--- config.mk ---
export PLATFORM = sky130hd
export DESIGN_NAME = modular_exponentiation
export DESIGN_NICKNAME = d
export VERILOG_FILES = /design/src/design/mexp_pkg.sv /design/src/design/modular_exponentiation.sv
export SDC_FILE = /design/constraint.sdc
export NUM_CORES = 1
export LEC_CHECK = 0
export BUFFER_PORTS_ARGS = -buffer_cell sky130_fd_sc_hd__buf_2
export CAP_MARGIN = 40
export CORE_MARGIN = 2
export CORE_UTILIZATION = 35
export DETAILED_ROUTE_END_ITERATION = 8
export GPL_TIMING_DRIVEN = 0
export SLEW_MARGIN = 10
export SYNTH_ARGS = -nofsm -noshare
export SYNTH_HDL_FRONTEND = slang
export SYNTH_SLANG_ARGS = --single-unit
export TNS_END_PERCENT = 30
--- constraint.sdc ---
create_clock -name i_clk -period 15.8 [get_ports i_clk]
set_clock_uncertainty 0.05 [all_clocks]
set_input_delay 0.79 -clock i_clk [delete_from_list [all_inputs] [get_ports i_clk]]
set_output_delay 0.79 -clock i_clk [all_outputs]
set_load 0.005 [all_outputs]
--- src/design/mexp_pkg.sv ---
// Shared constants and types for the modular exponentiation block.
`default_nettype none

package mexp_pkg;

    localparam int BASE_W    = 32;
    localparam int EXP_W     = 16;
    localparam int MOD_W     = 16;
    localparam int CNT_W     = $clog2(BASE_W);
    localparam int S_TDATA_W = BASE_W + EXP_W + MOD_W;
    localparam int M_TDATA_W = MOD_W;

    typedef enum logic [2:0] {
        ST_IDLE,
        ST_REDUCE,
        ST_NEXT,
        ST_MUL,
        ST_SQR,
        ST_DONE
    } t_state;

endpackage

`default_nettype wire

--- src/design/modular_exponentiation.sv ---
// Modular exponentiation by right-to-left square-and-multiply on one shared reducer.
// A zero modulus goes straight to the done state; otherwise the base is reduced one bit
// at a time, then each exponent bit, lowest first, takes a multiply into the result if
// set and always a square of the base power, each on the single double-and-add reducer.
// The result waits in the done state while the output register is full. A new request
// is taken only in idle; i_rst_n (synchronous, low) empties the block.
`default_nettype none

module modular_exponentiation
    import mexp_pkg::*;
(
    input  wire logic                 i_clk,
    input  wire logic                 i_rst_n,
    input  wire logic                 s_axis_tvalid,
    output logic                      s_axis_tready,
    // base_value [31:0], exponent [47:32], modulus [63:48]
    input  wire logic [S_TDATA_W-1:0] s_axis_tdata,
    output logic                      m_axis_tvalid,
    input  wire logic                 m_axis_tready,
    // power_residue [15:0]
    output logic [M_TDATA_W-1:0]      m_axis_tdata,
    // bad_modulus [0]
    output logic                      m_axis_tuser
);

    // Sequencer state.
    t_state               r_state, n_state;
    logic [CNT_W-1:0]     r_cnt,   n_cnt;

    // Working operands. r_shift feeds the reducer one bit per cycle from its top:
    // the full base during reduction, the multiplier left-aligned during a multiply.
    logic [BASE_W-1:0]    r_shift, n_shift;
    logic [MOD_W-1:0]     r_r,     n_r;      // partial remainder
    logic [MOD_W-1:0]     r_a,     n_a;      // multiplicand
    logic [MOD_W-1:0]     r_acc,   n_acc;    // running result
    logic [MOD_W-1:0]     r_base,  n_base;   // current base power
    logic [EXP_W-1:0]     r_exp,   n_exp;    // exponent bits not yet used
    logic [MOD_W-1:0]     r_mod,   n_mod;
    logic                 r_bad,   n_bad;

    // Output register, so a finished result can wait while a new request comes in.
    logic                 r_ovalid, n_ovalid;
    logic [MOD_W-1:0]     r_res,    n_res;
    logic                 r_obad,   n_obad;

    // Input fields.
    logic [BASE_W-1:0]    w_in_base;
    logic [EXP_W-1:0]     w_in_exp;
    logic [MOD_W-1:0]     w_in_mod;

    // Shared reducer: r <- ((2r mod m) + addend) mod m, valid for r < m and addend <= m.
    logic [MOD_W-1:0]     w_addend;
    logic [MOD_W:0]       w_dbl, w_dbl_red, w_sum, w_sum_red, w_mod_ext;
    logic [MOD_W-1:0]     w_step;

    assign w_in_base = s_axis_tdata[BASE_W-1:0];
    assign w_in_exp  = s_axis_tdata[BASE_W+EXP_W-1:BASE_W];
    assign w_in_mod  = s_axis_tdata[S_TDATA_W-1:BASE_W+EXP_W];

    always_comb begin
        // While reducing the base, the next base bit is added; while multiplying,
        // the multiplicand is added when the next multiplier bit is set.
        if (r_state == ST_REDUCE) begin
            w_addend = {{(MOD_W-1){1'b0}}, r_shift[BASE_W-1]};
        end else begin
            w_addend = r_shift[BASE_W-1] ? r_a : '0;
        end
        w_mod_ext = {1'b0, r_mod};
        w_dbl     = {r_r, 1'b0};
        w_dbl_red = (w_dbl >= w_mod_ext) ? (w_dbl - w_mod_ext) : w_dbl;
        w_sum     = w_dbl_red + {1'b0, w_addend};
        w_sum_red = (w_sum >= w_mod_ext) ? (w_sum - w_mod_ext) : w_sum;
        w_step    = w_sum_red[MOD_W-1:0];
    end

    assign s_axis_tready = (r_state == ST_IDLE);
    assign m_axis_tvalid = r_ovalid;
    assign m_axis_tdata  = r_res;
    assign m_axis_tuser  = r_obad;

    always_ff @(posedge i_clk) begin
        if (!i_rst_n) begin
            r_state  <= ST_IDLE;
            r_ovalid <= 1'b0;
        end else begin
            r_state  <= n_state;
            r_ovalid <= n_ovalid;
        end
    end

    always_ff @(posedge i_clk) begin
        r_cnt   <= n_cnt;
        r_shift <= n_shift;
        r_r     <= n_r;
        r_a     <= n_a;
        r_acc   <= n_acc;
        r_base  <= n_base;
        r_exp   <= n_exp;
        r_mod   <= n_mod;
        r_bad   <= n_bad;
        r_res   <= n_res;
        r_obad  <= n_obad;
    end

    always_comb begin
        n_state  = r_state;
        n_cnt    = r_cnt;
        n_shift  = r_shift;
        n_r      = r_r;
        n_a      = r_a;
        n_acc    = r_acc;
        n_base   = r_base;
        n_exp    = r_exp;
        n_mod    = r_mod;
        n_bad    = r_bad;
        n_res    = r_res;
        n_obad   = r_obad;
        n_ovalid = r_ovalid;

        // The downstream side takes the waiting result.
        if (r_ovalid && m_axis_tready) begin
            n_ovalid = 1'b0;
        end

        unique case (r_state)
            ST_IDLE: begin
                if (s_axis_tvalid) begin
                    n_mod   = w_in_mod;
                    n_exp   = w_in_exp;
                    n_shift = w_in_base;
                    n_r     = '0;
                    n_cnt   = CNT_W'(BASE_W - 1);
                    // The result starts at 1 mod m, which is 0 for a modulus of one.
                    n_acc   = (w_in_mod == MOD_W'(1)) ? '0 : MOD_W'(1);
                    if (w_in_mod == '0) begin
                        // No division is attempted; the result is forced to zero.
                        n_bad   = 1'b1;
                        n_acc   = '0;
                        n_state = ST_DONE;
                    end else begin
                        n_bad   = 1'b0;
                        n_state = ST_REDUCE;
                    end
                end
            end
            ST_REDUCE: begin
                n_r     = w_step;
                n_shift = r_shift << 1;
                n_cnt   = r_cnt - CNT_W'(1);
                if (r_cnt == '0) begin
                    n_base  = w_step;
                    n_state = ST_NEXT;
                end
            end
            ST_NEXT: begin
                if (r_exp == '0) begin
                    n_state = ST_DONE;
                end else begin
                    n_r     = '0;
                    n_cnt   = CNT_W'(MOD_W - 1);
                    n_shift = {r_base, {(BASE_W-MOD_W){1'b0}}};
                    if (r_exp[0]) begin
                        n_a     = r_acc;
                        n_state = ST_MUL;
                    end else begin
                        n_a     = r_base;
                        n_state = ST_SQR;
                    end
                end
            end
            ST_MUL: begin
                n_r     = w_step;
                n_shift = r_shift << 1;
                n_cnt   = r_cnt - CNT_W'(1);
                if (r_cnt == '0) begin
                    // Product done; set up the square of the base power.
                    n_acc   = w_step;
                    n_r     = '0;
                    n_a     = r_base;
                    n_shift = {r_base, {(BASE_W-MOD_W){1'b0}}};
                    n_cnt   = CNT_W'(MOD_W - 1);
                    n_state = ST_SQR;
                end
            end
            ST_SQR: begin
                n_r     = w_step;
                n_shift = r_shift << 1;
                n_cnt   = r_cnt - CNT_W'(1);
                if (r_cnt == '0) begin
                    n_base  = w_step;
                    n_exp   = r_exp >> 1;
                    n_state = ST_NEXT;
                end
            end
            ST_DONE: begin
                // Hand the result over once the output register is free.
                if (!r_ovalid || m_axis_tready) begin
                    n_res    = r_acc;
                    n_obad   = r_bad;
                    n_ovalid = 1'b1;
                    n_state  = ST_IDLE;
                end
            end
            default: begin
                n_state = ST_IDLE;
            end
        endcase
    end

endmodule

`default_nettype wire

==> reports/metrics.csv <==
stage,metric,value,unit
run_status,status,finished clean,
layout,Final nets,1014,
grt,gr usage total,17.6,%
layout,Util after Layout,41.8,%
yosys,Post-Synthesis Cell Area,8970,µm²
clock_tree,Root Buffer,clkbuf_16,
hold_path,Hold WC Path Type,flip-flop to flip-flop,
sta,Hold WS,0.404,ns
placed_design,hpwl dp,17.7,mm
layout,Synth-to-Final Area Change,17.4,%
yosys,Yosys Warn Count,0,
sta,final hold vios,0,
critical_path,slowest CP cell,o211ai_1,
layout,# diodes,0,
critical_path,CP required,15.96,ns
routing,final WL,23.0,mm
routing,vias per cell,5.39,
critical_path,startpoint types,flip-flop,
flow_run,max_cap viols,0,
critical_path,Worst Setup End Kind,flip-flop,
clock_tree,clock buffer depth,2,
floorplan,Die H,164,µm
placed_design,# placed instances,1205,
floorplan,row cnt,58,
critical_path,delay of the slowest cell on the worst path,0.63,ns
grt,vias in the first global route,6478,
routing,vias,6669,
layout,Non-Filler Instances,1237,
grt,global-route wire length before repair,35.6,mm
yosys,asr flop ratio synth,0,%
floorplan,core area,25200,µm²
sta,fin crit share,49.4,%
routing,DRC violations left,0,
routing,Detailed Routing Iterations Pass 1,7,
critical_path,crit path DAT,7.97,ns
yosys,Post-synth EDFFs,151,
clock_tree,Setup Buffers After CTS,0,
critical_path,CP Max Fanout,10,
clock_tree,clk slew on worst S/H paths,0.07,ns
floorplan,die width,164,µm
sta,max-slew violations,0,
yosys,Syn Nets,904,
sta,RSZ-0062 raised after global routing,false,
placed_design,RD Place Congestion,0.836,
clock_tree,H-tree lvl count,4,
routing,Iter 0 DRT Violations,567,
yosys,Synth cell types,62,
yosys,post-synthesis sequential area ratio,51.4,%
critical_path,Setup CP Type,flip-flop to flip-flop,
floorplan,initial core utilization,35.6,%
placed_design,IO buf count,86,
clock_tree,CTS sink cnt,155,
critical_path,crit-path most repeated cell,ha_1,
clock_tree,# resized after CTS,0,
sta,min Tclk post-route,7.81,ns
yosys,Gate Count Post-Synth,784,
yosys,synthesized area per cell,11.4,µm²
critical_path,Buffers & Inverters on Critical Path,4,
clock_tree,CTS tree,yes,
routing,drt wl/cell,18.6,µm
layout,layout cell share with drive strength beyond 1,20.6,%
grt,gr ovfl total,0,
sta,TNS Setup,0,ns
sta,Rel. slew slack,44.9,%
sta,Tightest Pin Transition,0.827,ns
routing,Final ANT Viol Nets,0,
grt,largest net degree at the start of global routing,20,
sta,Final setup viols,0,
clock_tree,clk_lat worst skew,0.43,ns
yosys,most frequently used flop master after synthesis,edfxtp_1,
floorplan,die footprint,26900,µm²
critical_path,"CP delay by family, top",compound AO/OA/AOI/OAI gates,
yosys,number of synthesized register bits,155,
floorplan,io pins,87,
clock_tree,Num CTS Buffers,17,
sta,Max Freq,0.128,GHz
clock_tree,CTS hold repair buffers,0,
grt,initial antenna violation count,0,
==> placed cells by master, fill, tap and decap left out, types with 4 or more instances in the layout <==
cell	instances
nand3_1	19
clkbuf_1	26
and2_1	20
o21a_1	6
xnor2_1	27
o21bai_1	6
nor4_1	11
ha_1	49
dfxtp_1	4
nor2b_1	7
buf_2	89
nand4_1	8
a21boi_0	5
nand2_1	36
a22o_1	16
nor2_1	33
clkbuf_16	17
nand2b_1	10
mux2_2	35
o21ai_0	37
inv_6	4
or3_1	5
a31oi_1	6
a211oi_1	19
inv_1	56
edfxtp_1	151
a21o_1	16
o21ai_2	6
a222oi_1	16
xor2_1	13
a21oi_1	66
o31ai_1	6
nor3_1	16
==> registers in the layout (all words and copies together), names as in the netlist, 3 cells and up <==
register,flops
m_axis_tdata,16
r_state,3
r_shift,32
r_mod,16
r_acc,16
r_exp,16
r_r,16
r_cnt,5
r_a,16
r_base,16
==> cell families (layout without fill, tap and decap cells) <==
group,Yosys count,after routing,synth area share (%)
flip-flops,155,155,51.4
AO/OA/AOI/OAI,231,231,17.7
multiplexers,38,38,4.73
adder cells (fa/ha/maj),52,52,7.50
AND/OR/NAND/NOR,183,183,10.6
XOR/XNOR,42,42,4.39
buffers and inverters,83,206,3.70
==> per-stage QoR <==
| stage | area [µm²] | worst slack [ns] |
|---|---|---|
| after floorplan | 8970 | 9.98 |
| after CTS | 10500 | 8.19 |
| after global routing | 10500 | 7.54 |
| after detailed placement | 9930 | 8.22 |
| after global placement | 9810 | 8.33 |
| final | 10500 | 7.99 |
==> layout make-up <==
type / instances / area [µm²]
well taps: 330 / 413
clock buffers: 20 / 437
fillers: 2402 / 14700
flip-flops and latches: 155 / 4610
plain buffers: 27 / 121
inverters: 56 / 210
clock inverters: 12 / 163
multi-input cells: 546 / 4050
repair buffers: 91 / 523
==> cells in the mapped netlist (8+ instances only) <==
master | instances | area [µm²]
a211oi_1 | 19 | 143
o21ai_0 | 38 | 190
nor4_1 | 11 | 68.8
nand4_1 | 8 | 50.1
mux2_2 | 35 | 394
clkbuf_1 | 23 | 86.3
a222oi_1 | 16 | 160
nor3_1 | 17 | 85.1
a21o_1 | 16 | 120
nor2b_1 | 8 | 50.1
xnor2_1 | 27 | 236
nand3_1 | 19 | 95.1
and2_1 | 20 | 125
ha_1 | 49 | 613
nor2_1 | 33 | 124
inv_1 | 56 | 210
nand2b_1 | 10 | 62.6
xor2_1 | 13 | 114
a21oi_1 | 66 | 330
nand2_1 | 36 | 135
a22o_1 | 16 | 140
edfxtp_1 | 151 | 4530
==> layer usage <==
metal	vias up	GRT usage [%]	part of all wire (%)
met1	3194	23.3	45
met3	30	3.59	5.2
met2	198	29.3	48
li1	3247	-	-
met4	0	5.14	2.1
met5	-	0	0
==> worst paths after layout <==
kind	start	to	slack, ns	depth (start not counted)
worst max-delay path	r_mod[1]	r_r[9]	7.99	25
worst min-delay path	r_acc[15]	m_axis_tdata[15]	0.40	0
worst max register to register	r_mod[1]	r_r[9]	7.99	25
worst min register to register	r_acc[15]	m_axis_tdata[15]	0.40	0
==> worst register-to-register path, delay by kind of cell, from the launching register on <==
kind,cells,cell delay [ns]
AND/OR/NAND/NOR,5,0.95
buffers and inverters,4,0.95
flip-flops,1,0.43
adder cells (fa/ha/maj),3,1.02
XOR/XNOR,1,0.38
AO/OA/AOI/OAI,12,3.81
Power is left out: the tool's default activity adds up to more than one toggle a clock period on the data nets, which glitch-free logic cannot reach.
